**src/design/gfqt_pkg.sv**
```systemverilog
`default_nettype none
// ----------------------------------------------------------------------------
// gfqt_pkg
// Shared types and constants of the fence queue tracker.
// ----------------------------------------------------------------------------
package gfqt_pkg;

	localparam int OP_W        = 3;
	localparam int KEY_W       = 32;
	localparam int QI_W        = 2;
	localparam int FI_W        = 4;
	localparam int VAL_W       = 64;
	localparam int H_W         = 32;
	localparam int KIND_W      = 2;
	localparam int MAX_RESULTS = 32;
	localparam int RCNT_W      = 6;
	localparam int STACK_DEPTH = 32;
	localparam int STK_AW      = 5;
	localparam int SDEP_W      = 6;

	// input operations
	localparam logic [OP_W-1:0] OP_WAIT   = 3'd0;
	localparam logic [OP_W-1:0] OP_SIGNAL = 3'd1;
	localparam logic [OP_W-1:0] OP_EXEC   = 3'd2;
	localparam logic [OP_W-1:0] OP_HOST   = 3'd3;
	localparam logic [OP_W-1:0] OP_QUERY  = 3'd4;

	// queued event kinds
	localparam logic [1:0] EV_WAIT   = 2'd0;
	localparam logic [1:0] EV_SIGNAL = 2'd1;
	localparam logic [1:0] EV_EXEC   = 2'd2;

	// result kinds
	localparam logic [KIND_W-1:0] RK_RELEASE  = 2'd0;
	localparam logic [KIND_W-1:0] RK_QUERY    = 2'd1;
	localparam logic [KIND_W-1:0] RK_OVERFLOW = 2'd2;

	typedef struct packed {
		logic [1:0]       kind;
		logic [KEY_W-1:0] key;
		logic [FI_W-1:0]  fence;
		logic [VAL_W-1:0] value;
		logic [H_W-1:0]   handle;
	} ev_t;

	typedef struct packed {
		logic [FI_W-1:0]  fence;
		logic [VAL_W-1:0] value;
	} sig_t;

	typedef struct packed {
		logic [KIND_W-1:0] kind;
		logic [KEY_W-1:0]  key;
		logic [QI_W-1:0]   queue;
		logic [H_W-1:0]    handle;
		logic              waiting;
	} res_t;

	typedef enum logic [1:0] {
		EM_QUERY,
		EM_REL_IN,
		EM_OVF,
		EM_REL_EV
	} emit_sel_t;

	typedef enum logic [3:0] {
		ST_IDLE,
		ST_DISP,
		ST_WCHK,
		ST_FIRE,
		ST_SCAN,
		ST_EVCHK,
		ST_FCHK,
		ST_PUSHRD,
		ST_PUSHWR,
		ST_POP,
		ST_POPRD,
		ST_POPLD,
		ST_DONE
	} state_t;

	typedef struct packed {
		logic      latch_in;
		logic      emit;
		emit_sel_t emit_sel;
		logic      enq;
		logic      fire_arg_in;
		logic      fire_wr;
		logic      scan_next;
		logic      pop;
		logic      take;
		logic      fence_ev;
		logic      push_init;
		logic      push_wr;
		logic      pop_stack;
		logic      load_stack;
		logic      flush;
	} cmd_t;

	typedef struct packed {
		logic [OP_W-1:0] op;
		logic            qok;
		logic            fok;
		logic            q_empty;
		logic            q_full;
		logic            in_sat;
		logic            scan_end;
		logic            cur_empty;
		logic [1:0]      ev_kind;
		logic            ev_sat;
		logic            nt_zero;
		logic            i_one;
		logic            depth_zero;
		logic            emit_ready;
		logic            flush_ready;
	} stat_t;

endpackage
`default_nettype wire

```
**src/design/gfqt_ctrl.sv**
```systemverilog
`default_nettype none
// ----------------------------------------------------------------------------
// gfqt_ctrl
// Sequencer: dispatch, queue drain, signal replay and result flush.
// ----------------------------------------------------------------------------
module gfqt_ctrl (
	input  wire logic           clk,
	input  wire logic           arst_n,
	input  wire logic           in_valid,
	output logic                in_ready,
	input  wire gfqt_pkg::stat_t st,
	output gfqt_pkg::cmd_t      cmd
);

	gfqt_pkg::state_t state_q, state_d;

	always_ff @(posedge clk or negedge arst_n) begin
		if (!arst_n) begin
			state_q <= gfqt_pkg::ST_IDLE;
		end else begin
			state_q <= state_d;
		end
	end

	// next state
	always_comb begin
		state_d = state_q;
		case (state_q)
			gfqt_pkg::ST_IDLE: begin
				if (in_valid) state_d = gfqt_pkg::ST_DISP;
			end
			gfqt_pkg::ST_DISP: begin
				case (st.op)
					gfqt_pkg::OP_WAIT: begin
						state_d = (st.qok && st.fok) ? gfqt_pkg::ST_WCHK : gfqt_pkg::ST_DONE;
					end
					gfqt_pkg::OP_SIGNAL: begin
						if (!(st.qok && st.fok)) state_d = gfqt_pkg::ST_DONE;
						else if (st.q_empty) state_d = gfqt_pkg::ST_FIRE;
						else if (!st.q_full || st.emit_ready) state_d = gfqt_pkg::ST_DONE;
					end
					gfqt_pkg::OP_EXEC: begin
						if (!st.qok) state_d = gfqt_pkg::ST_DONE;
						else if ((st.q_empty || st.q_full) && !st.emit_ready)
							state_d = gfqt_pkg::ST_DISP;
						else state_d = gfqt_pkg::ST_DONE;
					end
					gfqt_pkg::OP_HOST: begin
						state_d = st.fok ? gfqt_pkg::ST_FIRE : gfqt_pkg::ST_DONE;
					end
					gfqt_pkg::OP_QUERY: begin
						if (st.emit_ready) state_d = gfqt_pkg::ST_DONE;
					end
					default: state_d = gfqt_pkg::ST_DONE;
				endcase
			end
			gfqt_pkg::ST_WCHK: begin
				if (st.in_sat || !st.q_full || st.emit_ready) state_d = gfqt_pkg::ST_DONE;
			end
			gfqt_pkg::ST_FIRE: state_d = gfqt_pkg::ST_SCAN;
			gfqt_pkg::ST_SCAN: begin
				if (st.scan_end) begin
					state_d = st.nt_zero ? gfqt_pkg::ST_POP : gfqt_pkg::ST_PUSHRD;
				end else if (!st.cur_empty) begin
					state_d = gfqt_pkg::ST_EVCHK;
				end
			end
			gfqt_pkg::ST_EVCHK: begin
				if (st.ev_kind == gfqt_pkg::EV_WAIT) state_d = gfqt_pkg::ST_FCHK;
				else if (st.ev_kind != gfqt_pkg::EV_EXEC || st.emit_ready)
					state_d = gfqt_pkg::ST_SCAN;
			end
			gfqt_pkg::ST_FCHK:   state_d = gfqt_pkg::ST_SCAN;
			gfqt_pkg::ST_PUSHRD: state_d = gfqt_pkg::ST_PUSHWR;
			gfqt_pkg::ST_PUSHWR: state_d = st.i_one ? gfqt_pkg::ST_POP : gfqt_pkg::ST_PUSHRD;
			gfqt_pkg::ST_POP:    state_d = st.depth_zero ? gfqt_pkg::ST_DONE : gfqt_pkg::ST_POPRD;
			gfqt_pkg::ST_POPRD:  state_d = gfqt_pkg::ST_POPLD;
			gfqt_pkg::ST_POPLD:  state_d = gfqt_pkg::ST_FIRE;
			gfqt_pkg::ST_DONE: begin
				if (st.flush_ready) state_d = gfqt_pkg::ST_IDLE;
			end
			default: state_d = gfqt_pkg::ST_IDLE;
		endcase
	end

	// commands
	always_comb begin
		cmd = '0;
		cmd.emit_sel = gfqt_pkg::EM_QUERY;
		in_ready = 1'b0;
		case (state_q)
			gfqt_pkg::ST_IDLE: begin
				in_ready = 1'b1;
				cmd.latch_in = in_valid;
			end
			gfqt_pkg::ST_DISP: begin
				case (st.op)
					gfqt_pkg::OP_SIGNAL: begin
						if (st.qok && st.fok) begin
							if (st.q_empty) begin
								cmd.fire_arg_in = 1'b1;
							end else if (st.q_full) begin
								cmd.emit     = st.emit_ready;
								cmd.emit_sel = gfqt_pkg::EM_OVF;
							end else begin
								cmd.enq = 1'b1;
							end
						end
					end
					gfqt_pkg::OP_EXEC: begin
						if (st.qok) begin
							if (st.q_empty) begin
								cmd.emit     = st.emit_ready;
								cmd.emit_sel = gfqt_pkg::EM_REL_IN;
							end else if (st.q_full) begin
								cmd.emit     = st.emit_ready;
								cmd.emit_sel = gfqt_pkg::EM_OVF;
							end else begin
								cmd.enq = 1'b1;
							end
						end
					end
					gfqt_pkg::OP_HOST: cmd.fire_arg_in = st.fok;
					gfqt_pkg::OP_QUERY: begin
						cmd.emit     = st.emit_ready;
						cmd.emit_sel = gfqt_pkg::EM_QUERY;
					end
					default: ;
				endcase
			end
			gfqt_pkg::ST_WCHK: begin
				if (!st.in_sat) begin
					if (st.q_full) begin
						cmd.emit     = st.emit_ready;
						cmd.emit_sel = gfqt_pkg::EM_OVF;
					end else begin
						cmd.enq = 1'b1;
					end
				end
			end
			gfqt_pkg::ST_FIRE: cmd.fire_wr = 1'b1;
			gfqt_pkg::ST_SCAN: begin
				cmd.scan_next = !st.scan_end && st.cur_empty;
				cmd.push_init = st.scan_end && !st.nt_zero;
			end
			gfqt_pkg::ST_EVCHK: begin
				cmd.fence_ev = 1'b1;
				if (st.ev_kind == gfqt_pkg::EV_EXEC) begin
					cmd.emit     = st.emit_ready;
					cmd.emit_sel = gfqt_pkg::EM_REL_EV;
					cmd.pop      = st.emit_ready;
				end else if (st.ev_kind != gfqt_pkg::EV_WAIT) begin
					cmd.take = 1'b1;
					cmd.pop  = 1'b1;
				end
			end
			gfqt_pkg::ST_FCHK: begin
				cmd.fence_ev  = 1'b1;
				cmd.pop       = st.ev_sat;
				cmd.scan_next = !st.ev_sat;
			end
			gfqt_pkg::ST_PUSHWR: cmd.push_wr = 1'b1;
			gfqt_pkg::ST_POP:    cmd.pop_stack = !st.depth_zero;
			gfqt_pkg::ST_POPLD:  cmd.load_stack = 1'b1;
			gfqt_pkg::ST_DONE:   cmd.flush = st.flush_ready;
			default: ;
		endcase
	end

	assert property (@(posedge clk) disable iff (!arst_n)
		cmd.emit |-> st.emit_ready)
		else $error("emit issued while result path is blocked");
	assert property (@(posedge clk) disable iff (!arst_n)
		(state_q == gfqt_pkg::ST_POPLD) |=> (state_q == gfqt_pkg::ST_FIRE))
		else $error("replay did not restart drain");
	assert property (@(posedge clk) disable iff (!arst_n)
		in_ready |-> !(cmd.enq || cmd.pop || cmd.emit))
		else $error("state change while idle");

endmodule
`default_nettype wire

```
**config.mk**
```make
export PLATFORM = sky130hd
export DESIGN_NAME = gfqt_ctrl
export DESIGN_NICKNAME = d
export VERILOG_FILES = /design/src/design/gfqt_pkg.sv /design/src/design/gfqt_ctrl.sv
export SDC_FILE = /design/constraint.sdc
export NUM_CORES = 1
export LEC_CHECK = 0
export BUFFER_PORTS_ARGS = -buffer_cell sky130_fd_sc_hd__buf_4
export CELL_PAD_IN_SITES_DETAIL_PLACEMENT = 1
export CELL_PAD_IN_SITES_GLOBAL_PLACEMENT = 1
export CORE_AREA = 3 3 53 55
export CTS_CLUSTER_SIZE = 14
export DETAILED_ROUTE_END_ITERATION = 16
export DIE_AREA = 0 0 56 58
export HOLD_SLACK_MARGIN = 0.08
export PLACE_DENSITY_LB_ADDON = 0.08
export SKIP_LAST_GASP = 1
export SLEW_MARGIN = 20
export SYNTH_ARGS = -nofsm -noshare
export SYNTH_HDL_FRONTEND = slang
export SYNTH_SLANG_ARGS = --single-unit
```
**constraint.sdc**
```tcl
create_clock -name clk -period 2.9 [get_ports clk]
set_input_delay 0.435 -clock clk [delete_from_list [all_inputs] [get_ports clk]]
set_output_delay 0.435 -clock clk [all_outputs]
set_load 0.03 [all_outputs]
```
==> results.json, run 1 <==
{
  "outcome": "completed",
  "ff2ff_path_depth": 5,
  "dpl-instance-area_um2": 1060,
  "ys_seq_elements": 4,
  "overflow": 0,
  "ys_seq_area_frac": 0.130,
  "path_cells": "or4b_4 > nor2_2 > nand4_1 > a21oi_1 > buf_4",
  "synth-simple-area-share": 0.501,
  "design_area_um2": 1100,
  "crit_fanout": 16,
  "critPathArrivalTime_ns": 2.13,
  "critPathKind": "register to output port",
  "p_leak_uw": 0.000491,
  "row_count": 18,
  "cts.sinks": 4,
  "r2r-end": "state_q[2]",
  "fin_crit_sh": 0.883,
  "synth_top_family_by_area": "simple AND/OR/NAND/NOR gates",
  "synth_area_um2": 772,
  "cp-end-kind": "output port",
  "place_congestion": 0.888,
  "synth_area_leaders": "dfrtp_1 (13%), a21oi_1 (6.5%), nor3_1 (5.8%)",
  "synth_xor_area_frac": 0,
  "synthMuxAreaShare": 0.0421,
  "finalSetupTns_ns": 0,
  "wl_per_cell_um": 14.6,
  "clk_pin_slew_ns": 0.04,
  "initial_core_util": 0.317,
  "cts_buffers": 3,
  "synthAdderAreaFrac": 0,
  "synth_cells": 111,
  "core_area_um2": 2430,
  "drt_iter0_markers": 15,
  "p_per_area_nw_per_um2": 791,
  "endpoint": "cmd[11]",
  "synth_compound_area_frac": 0.258,
  "cp.depth": 5,
  "critPathLaunchType": "register",
  "grt_pass1_wl_mm": 4.64,
  "num_antenna_cells": 0,
  "grt_util_all_layers": 0.170,
  "utilization": 0.451,
  "cts_root_buf": "clkbuf_4",
  "regMostFlops": "state_q",
  "worstPathRequired_ns": 2.47,
  "cts_tree": "yes",
  "die_x_um": 56,
  "ant_nets": 0,
  "fmax_ghz": 0.390,
  "grt_max_degree": 17,
  "antenna_found_initial": 0,
  "drt_first_pass_iters": 4,
  "rsz0062_at_grt": "no",
  "worst_pin_slew_ns": 0.474,
  "ir_drop_v": 0.000626,
  "die_area_um2": 3250,
  "crit_buf_inv": 1,
  "crit_path_max_incr_delay_ns": 0.60,
  "htree_levels": 1,
  "drive_gt1_frac": 0.329,
  "top_regs": "state_q x4",
  "r2r-start": "state_q[1]",
  "cts_resized": 0,
  "fp.dieH_um": 58,
  "area_growth_pct": 42.0,
  "period_minus_slack_ns": 2.56,
  "finalSetupViolCount": 0,
  "relSlewSlack": 0.679,
  "syn_nets": 132,
  "hp-class": "primary input to register",
  "cts_buffer_depth": 2,
  "largest_reg_flops": 4,
  "fin_skew_ns": 0.00167,
  "drc_errors": 0,
  "pin_count": 38,
  "whs_ns": 0.484,
  "r2r_setup_slack_ns": 0.88,
  "report.final.slew_viol_count": 0,
  "finalHoldViolations": 0,
  "crit_path_start": "state_q[0]",
  "nets": 172,
  "io_buffers": 37,
  "power.total_uw": 867,
  "cts_setup_buffers": 0,
  "vias": 984,
  "cp_top_family": "simple AND/OR/NAND/NOR gates",
  "dpl.hpwl_mm": 2.16,
  "synth_largest_area_cell": "dfrtp_1",
  "syn-mean-instance-area_um2": 6.95,
  "grt_pass1_vias": 1036,
  "routed_wl_mm": 2.61,
  "slowest_stage": "dfrtp_1",
  "vias_per_cell": 5.50,
  "yosysTopAreaCellShare": 0.130,
  "drv_cap": 0,
  "yosys_warnings": 0,
  "clk_latency_ns": 0.23,
  "synth.distinct_cells": 45
}
worst min-delay path by stage:
stage	end	from	slack (ns)	depth (start not counted)
after floorplan	state_q[0]	arst_n	0.14	0
after global placement	state_q[1]	arst_n	0.23	1
after detailed placement	state_q[1]	arst_n	0.23	1
after CTS	state_q[3]	st[0]	0.48	3
after global routing	state_q[3]	st[0]	0.51	3
final	state_q[3]	st[0]	0.48	3
layer usage:
| layer | global-route usage | routed length [um] |
|---|---|---|
| met1 | 0.231 | 1270 |
| met2 | 0.290 | 1220 |
| met3 | 0.0245 | 126 |
| met4 | 0.0305 | 0 |
| met5 | 0 | 0 |
report_power, final:
part / internal, uW / leakage (uW) / switching, uW
combinational: 270 / 0.000427 / 358
sequential: 83.8 / 0.0000502 / 90.0
clock: 46.0 / 0.0000138 / 19.1
total: 400 / 0.000491 / 467
cell families after synthesis:
| group | count (synthesis) |
|---|---|
| buffers and inverters | 10 |
| flip-flops | 4 |
| AO/OA/AOI/OAI | 32 |
| multiplexers | 3 |
| AND/OR/NAND/NOR | 62 |
what timing repair did:
item                                    in CTS  in global routing
endpoints found under the hold margin        4                  0
endpoints found under the setup margin       0                  0
hold buffers                                 1                  0
stage by stage:
stage,worst slack [ns],instances
floorplan,0.487,111
global placement,0.651,175
detailed placement,0.585,175
CTS,0.336,179
global route,0.226,179
finish,0.339,179
cell type report:
type / count / area, um2
flip-flops and latches: 4 / 100
clock buffers: 3 / 22.5
inverters: 6 / 22.5
fillers: 327 / 1340
repair buffers: 39 / 295
multi-input cells: 97 / 618
well taps: 30 / 37.5
cells in the mapped netlist (all sizes together):
master,number
o32ai,1
dfrtp,4
inv,6
a21oi,10
and4bb,1
o31ai,1
mux2,2
or2,2
or4b,1
nor4b,1
o22a,1
o21a,1
nand2b,8
a22oi,1
mux2i,1
buf,4
a211oi,2
o41a,1
nand2,8
o21ai,9
a211o,1
o22ai,2
or2b,2
nand3,3
o32a,1
nand4b,1
nor4bb,1
and4b,1
nor3b,2
a31oi,1
and2,3
or4,1
nor2,11
nor3,9
nand4,1
nor4,4
nand3b,1
nor2b,1
cell usage in the layout, fill, tap and decap left out, drive strengths merged, types with 3 or more instances in the layout:
cell,n
a21oi,10
and2,3
buf,38
clkbuf,3
dfrtp,4
inv,6
nand2,8
nand2b,8
nand3,3
nor2,11
nor3,9
nor4,4
o21ai,9
worst reg2reg max path, stage by stage, from the launching register on:
cell,delay [ns]
dfrtp_1,0.61
and4bb_2,0.31
nand3b_1,0.14
a21oi_1,0.12
a211oi_1,0.34
mux2_1,0.37
Note: power is estimated with default switching activity, not from simulation.
==> run 2, diff against run 1 <==
--- a/config.mk
+++ b/config.mk
@@ -5,13 +5,13 @@
 export SDC_FILE = /design/constraint.sdc
 export NUM_CORES = 1
 export LEC_CHECK = 0
-export BUFFER_PORTS_ARGS = -buffer_cell sky130_fd_sc_hd__buf_4
 export CELL_PAD_IN_SITES_DETAIL_PLACEMENT = 1
 export CELL_PAD_IN_SITES_GLOBAL_PLACEMENT = 1
-export CORE_AREA = 3 3 53 55
+export CORE_AREA = 3 3 60 62
 export CTS_CLUSTER_SIZE = 14
 export DETAILED_ROUTE_END_ITERATION = 16
-export DIE_AREA = 0 0 56 58
+export DIE_AREA = 0 0 63 65
+export DONT_BUFFER_PORTS = 1
 export HOLD_SLACK_MARGIN = 0.08
 export PLACE_DENSITY_LB_ADDON = 0.08
 export SKIP_LAST_GASP = 1
==> results.json, run 2 (synthesis gave the netlist of run 1 again) <==
{
  "outcome": "completed",
  "r2r_setup_slack_ns": 0.88,
  "gr-usage-met1": 0.182,
  "r2r-start": "state_q[1]",
  "ir_drop_v": 0.000410,
  "grt_pass1_vias": 873,
  "hp-start": "st[0]",
  "top_regs": "state_q x4",
  "report.final.slew_viol_count": 0,
  "finalHoldViolations": 0,
  "largest_reg_flops": 4,
  "critPathLaunchType": "register",
  "clk_latency_ns": 0.24,
  "htree_levels": 1,
  "cp-end-kind": "output port",
  "pin_count": 38,
  "die_x_um": 63,
  "p_leak_uw": 0.000347,
  "drt_iter0_markers": 15,
  "vias": 875,
  "grt_util_all_layers": 0.134,
  "ant_nets": 0,
  "overflow": 0,
  "drv_cap": 0,
  "finalSetupViolCount": 0,
  "fin_crit_sh": 0.866,
  "grt_use_met2": 0.208,
  "row_count": 20,
  "initial_core_util": 0.251,
  "grt_pass1_wl_mm": 4.38,
  "whs_path_depth": 2,
  "wl_per_cell_um": 16.1,
  "cts_tree": "yes",
  "critPathArrivalTime_ns": 2.08,
  "fp.dieH_um": 65,
  "p_per_area_nw_per_um2": 879,
  "critPathKind": "register to output port",
  "cts_setup_buffers": 0,
  "routed_wl_mm": 2.64,
  "nets": 143,
  "period_minus_slack_ns": 2.51,
  "r2r-end": "state_q[2]",
  "antenna_found_initial": 0,
  "worstPathRequired_ns": 2.47,
  "hp-class": "primary input to register",
  "fin_skew_ns": 0.00375,
  "cts_resized": 0,
  "drt_first_pass_iters": 4,
  "crit_path_start": "state_q[2]",
  "relSlewSlack": 0.557,
  "core_area_um2": 3080,
  "fillers": 410,
  "cts_root_buf": "clkbuf_4",
  "fmax_ghz": 0.398,
  "ctsHoldBuffers": 1,
  "busiest_layer": "met2",
  "ff2ff_path_depth": 5,
  "hold_end": "state_q[3]",
  "rsz0062_at_grt": "no",
  "cts_buffer_depth": 2,
  "clk_pin_slew_ns": 0.03,
  "vias_per_cell": 5.34,
  "regMostFlops": "state_q",
  "area_growth_pct": 16.0,
  "io_buffers": 0,
  "dpl.hpwl_mm": 2.21,
  "place_congestion": 0.778,
  "finalSetupTns_ns": 0,
  "die_area_um2": 4100,
  "grt_max_degree": 17,
  "crit_fanout": 15,
  "worst_pin_slew_ns": 0.667,
  "final_cell_mix": "nor2_1 (10), a21oi_1 (10), nor3_1 (9), buf_4 (9), nand2_1 (8)",
  "setup_ws_ns": 0.388,
  "drc_errors": 0,
  "grt_use_met3": 0.0451,
  "num_antenna_cells": 0,
  "cts.sinks": 4,
  "cts_buffers": 3,
  "drive_gt1_frac": 0.167,
  "place_ws_ns": 0.641
}
-- run 2: changes by cell type in the layout (fill, tap and decap cells not counted), sizes merged --
cell / change
buf: -29
-- run 2: final cells by class --
type                            count  area (um2)  share of cell area
Clock buffer                        3        22.5              0.0251
Timing Repair Buffer               10        77.6              0.0866
Tap cell                           44        55.1              0.0615
Inverter                            6        22.5              0.0251
Sequential cell                     4         100               0.112
Multi-Input combinational cell     97         618               0.690
-- run 2: layer usage --
| metal | wire length (um) | vias up |
|---|---|---|
| met5 | 0 | - |
| met4 | 13 | 0 |
| met3 | 190 | 2 |
| met2 | 1190 | 27 |
| met1 | 1250 | 412 |
| li1 | - | 434 |
-- run 2: metrics by stage --
stage               area [um2]  hold WS (ns)  utilization  total power (uW)  std cells
global route               896         0.397        0.291               871        164
floorplan                  772         0.139            -               624        111
CTS                        896         0.402        0.291               804        164
detailed placement         863         0.140        0.280               728        160
finish                     896         0.406        0.291               788        164
global placement           863         0.140        0.280               731        160
-- run 2: worst max-delay path, stage by stage (launching register included) --
cell and delay (ns):
dfrtp_1 0.54, or4b_4 0.66, nor2_2 0.17, nand4_1 0.14, a21oi_1 0.16, buf_4 0.17
-- run 2: where the power goes --
group	internal [uW]	total (uW)	leakage, uW	switching, uW
clock network	46.3	69.4	0.0000138	23.1
registers	83.6	185	0.0000502	101
logic	207	533	0.000283	326
total	337	788	0.000347	451
-- run 2: how the worst max path moves through the flow --
| stage | to | slack (ns) |
|---|---|---|
| 2_1_floorplan | cmd[10] | 0.49 |
| 3_3_place_gp | cmd[11] | 0.66 |
| 3_5_place_dp | cmd[11] | 0.64 |
| 4_1_cts | cmd[11] | 0.38 |
| 5_1_grt | cmd[12] | 0.25 |
| 6_report | cmd[11] | 0.39 |
==> run 3, diff against run 2 <==
==> constraint.sdc (replaced) <==
create_clock -name clk -period 2.9 [get_ports clk]
set_input_delay 0.29 -clock clk [delete_from_list [all_inputs] [get_ports clk]]
set_output_delay 0.29 -clock clk [all_outputs]
set_load 0.03 [all_outputs]
==> results.json, run 3 (synthesis gave the netlist of run 1 again) <==
{
  "swShare": 0.561,
  "period_minus_slack_ns": 2.48,
  "crit_path_max_incr_delay_ns": 0.61,
  "fmax_ghz": 0.403,
  "cp_top_family": "simple AND/OR/NAND/NOR gates",
  "hold_end": "state_q[3]",
  "r2r-end": "state_q[2]",
  "p_per_area_nw_per_um2": 900,
  "routed_wl_mm": 2.59,
  "num_antenna_cells": 0,
  "dpl-instance-area_um2": 878,
  "ff2ff_path_depth": 5,
  "ant_nets": 0,
  "worstPathRequired_ns": 2.61,
  "htree_levels": 1,
  "antenna_found_initial": 0,
  "grt_max_degree": 16,
  "grt_pass1_vias": 872,
  "layout_commonest_cell": "buf_4",
  "r2r-start": "state_q[1]",
  "finalHoldViolations": 0,
  "whs_path_depth": 2,
  "vias_per_cell": 5.28,
  "path_cells": "or4b_4 > nor2_2 > nand4_1 > o21ai_1",
  "cts.sinks": 4,
  "vias": 876,
  "ir_drop_v": 0.000284,
  "cts_root_buf": "clkbuf_4",
  "drv_cap": 0,
  "grt_util_all_layers": 0.129,
  "crit_buf_inv": 0,
  "dpl.hpwl_mm": 2.16,
  "cts_tree": "yes",
  "cts_buffer_depth": 2,
  "rsz0062_at_grt": "no",
  "finalSetupViolCount": 0,
  "place_ws_ns": 0.658,
  "core_area_um2": 3080,
  "power_switching_uw": 460,
  "clk_latency_ns": 0.23,
  "relSlewSlack": 0.554,
  "drt_first_pass_iters": 4,
  "critPathKind": "register to output port",
  "drive_gt1_frac": 0.180,
  "drc_errors": 0,
  "slowest_stage": "or4b_4",
  "hp-class": "primary input to register",
  "die_x_um": 63,
  "wl_per_cell_um": 15.6,
  "finalSetupTns_ns": 0,
  "design_area_um2": 911,
  "clk_pin_slew_ns": 0.04,
  "area_growth_pct": 18.0,
  "worst_pin_slew_ns": 0.671,
  "fin_crit_sh": 0.856,
  "largest_reg_flops": 4,
  "crit_fanout": 15,
  "report.final.slew_viol_count": 0,
  "drt_iter0_markers": 28,
  "final_cell_mix": "buf_4 (11), nor2_1 (10), a21oi_1 (10), nor3_1 (9), nand2_1 (8)",
  "row_count": 20,
  "clkPwrFrac": 0.084,
  "place_congestion": 0.743,
  "outcome": "completed",
  "p_int_uw": 360,
  "initial_core_util": 0.251,
  "io_buffers": 0,
  "combPwrFrac": 0.763,
  "die_area_um2": 4100,
  "r2r_setup_slack_ns": 0.87,
  "p_leak_uw": 0.000357,
  "fp.dieH_um": 65,
  "p_seq_frac": 0.153,
  "regMostFlops": "state_q",
  "fin_skew_ns": 0.00192,
  "cts_setup_buffers": 0,
  "nets": 145,
  "critPathArrivalTime_ns": 2.19,
  "cp-end-kind": "output port",
  "critPathLaunchType": "register",
  "grt_pass1_wl_mm": 4.30,
  "cts_buffers": 3,
  "hp-start": "st[0]",
  "setup_ws_ns": 0.416,
  "overflow": 0,
  "top_regs": "state_q x4",
  "pin_count": 38
}
[run 3: worst max-delay path by stage]
stage / start / to / slack [ns] / depth (start not counted)
3_3_place_gp: state_q[1] / cmd[13] / 0.68 / 4
2_1_floorplan: state_q[2] / cmd[10] / 0.63 / 2
3_5_place_dp: state_q[1] / cmd[13] / 0.66 / 4
5_1_grt: state_q[1] / cmd[13] / 0.29 / 4
6_report: state_q[1] / cmd[13] / 0.42 / 4
4_1_cts: state_q[1] / cmd[13] / 0.39 / 4
[run 3: per-stage QoR]
step                      utilization  std cells  total power, uW  hold slack, ns
after floorplan                     -        111              624        -0.00559
after global placement          0.285        162              760        -0.00546
after detailed placement        0.285        162              757        -0.00545
after CTS                       0.296        166              834           0.239
after global routing            0.296        166              905           0.247
final                           0.296        166              819           0.244
[run 3: power groups by stage]
stage               Clock (uW)  Combinational, uW  Sequential, uW
floorplan                    0                509             116
global placement             0                633             127
detailed placement           0                631             126
CTS                       73.2                635             126
global route              78.3                696             131
finish                    69.0                625             125
[run 3: cell type report]
| cell class | instances | area, um2 |
|---|---|---|
| well taps | 44 | 55.1 |
| fillers | 398 | 2170 |
| flip-flops and latches | 4 | 100 |
| inverters | 6 | 22.5 |
| multi-input cells | 97 | 618 |
| clock buffers | 3 | 22.5 |
| repair buffers | 12 | 92.6 |
[run 3: worst reg2reg max path, stage by stage, from the launching register on]
cell and delay [ns]:
dfrtp_1 0.63, and4bb_2 0.32, nand3b_1 0.13, a21oi_1 0.13, a211oi_1 0.33, mux2_1 0.36
[run 3: metal layers]
metal | up-vias | track usage | wire length [um]
li1 | 439 | - | -
met1 | 407 | 0.178 | 1250
met2 | 28 | 0.203 | 1150
met3 | 2 | 0.0243 | 185
met4 | 0 | 0.0331 | 9
met5 | - | 0 | 0
[run 3: repair_timing]
item	4_1_cts	5_1_grt
endpoints found under the setup margin	0	0
resized for setup	0	0
hold buffers	1	0
endpoints found under the hold margin	4	0
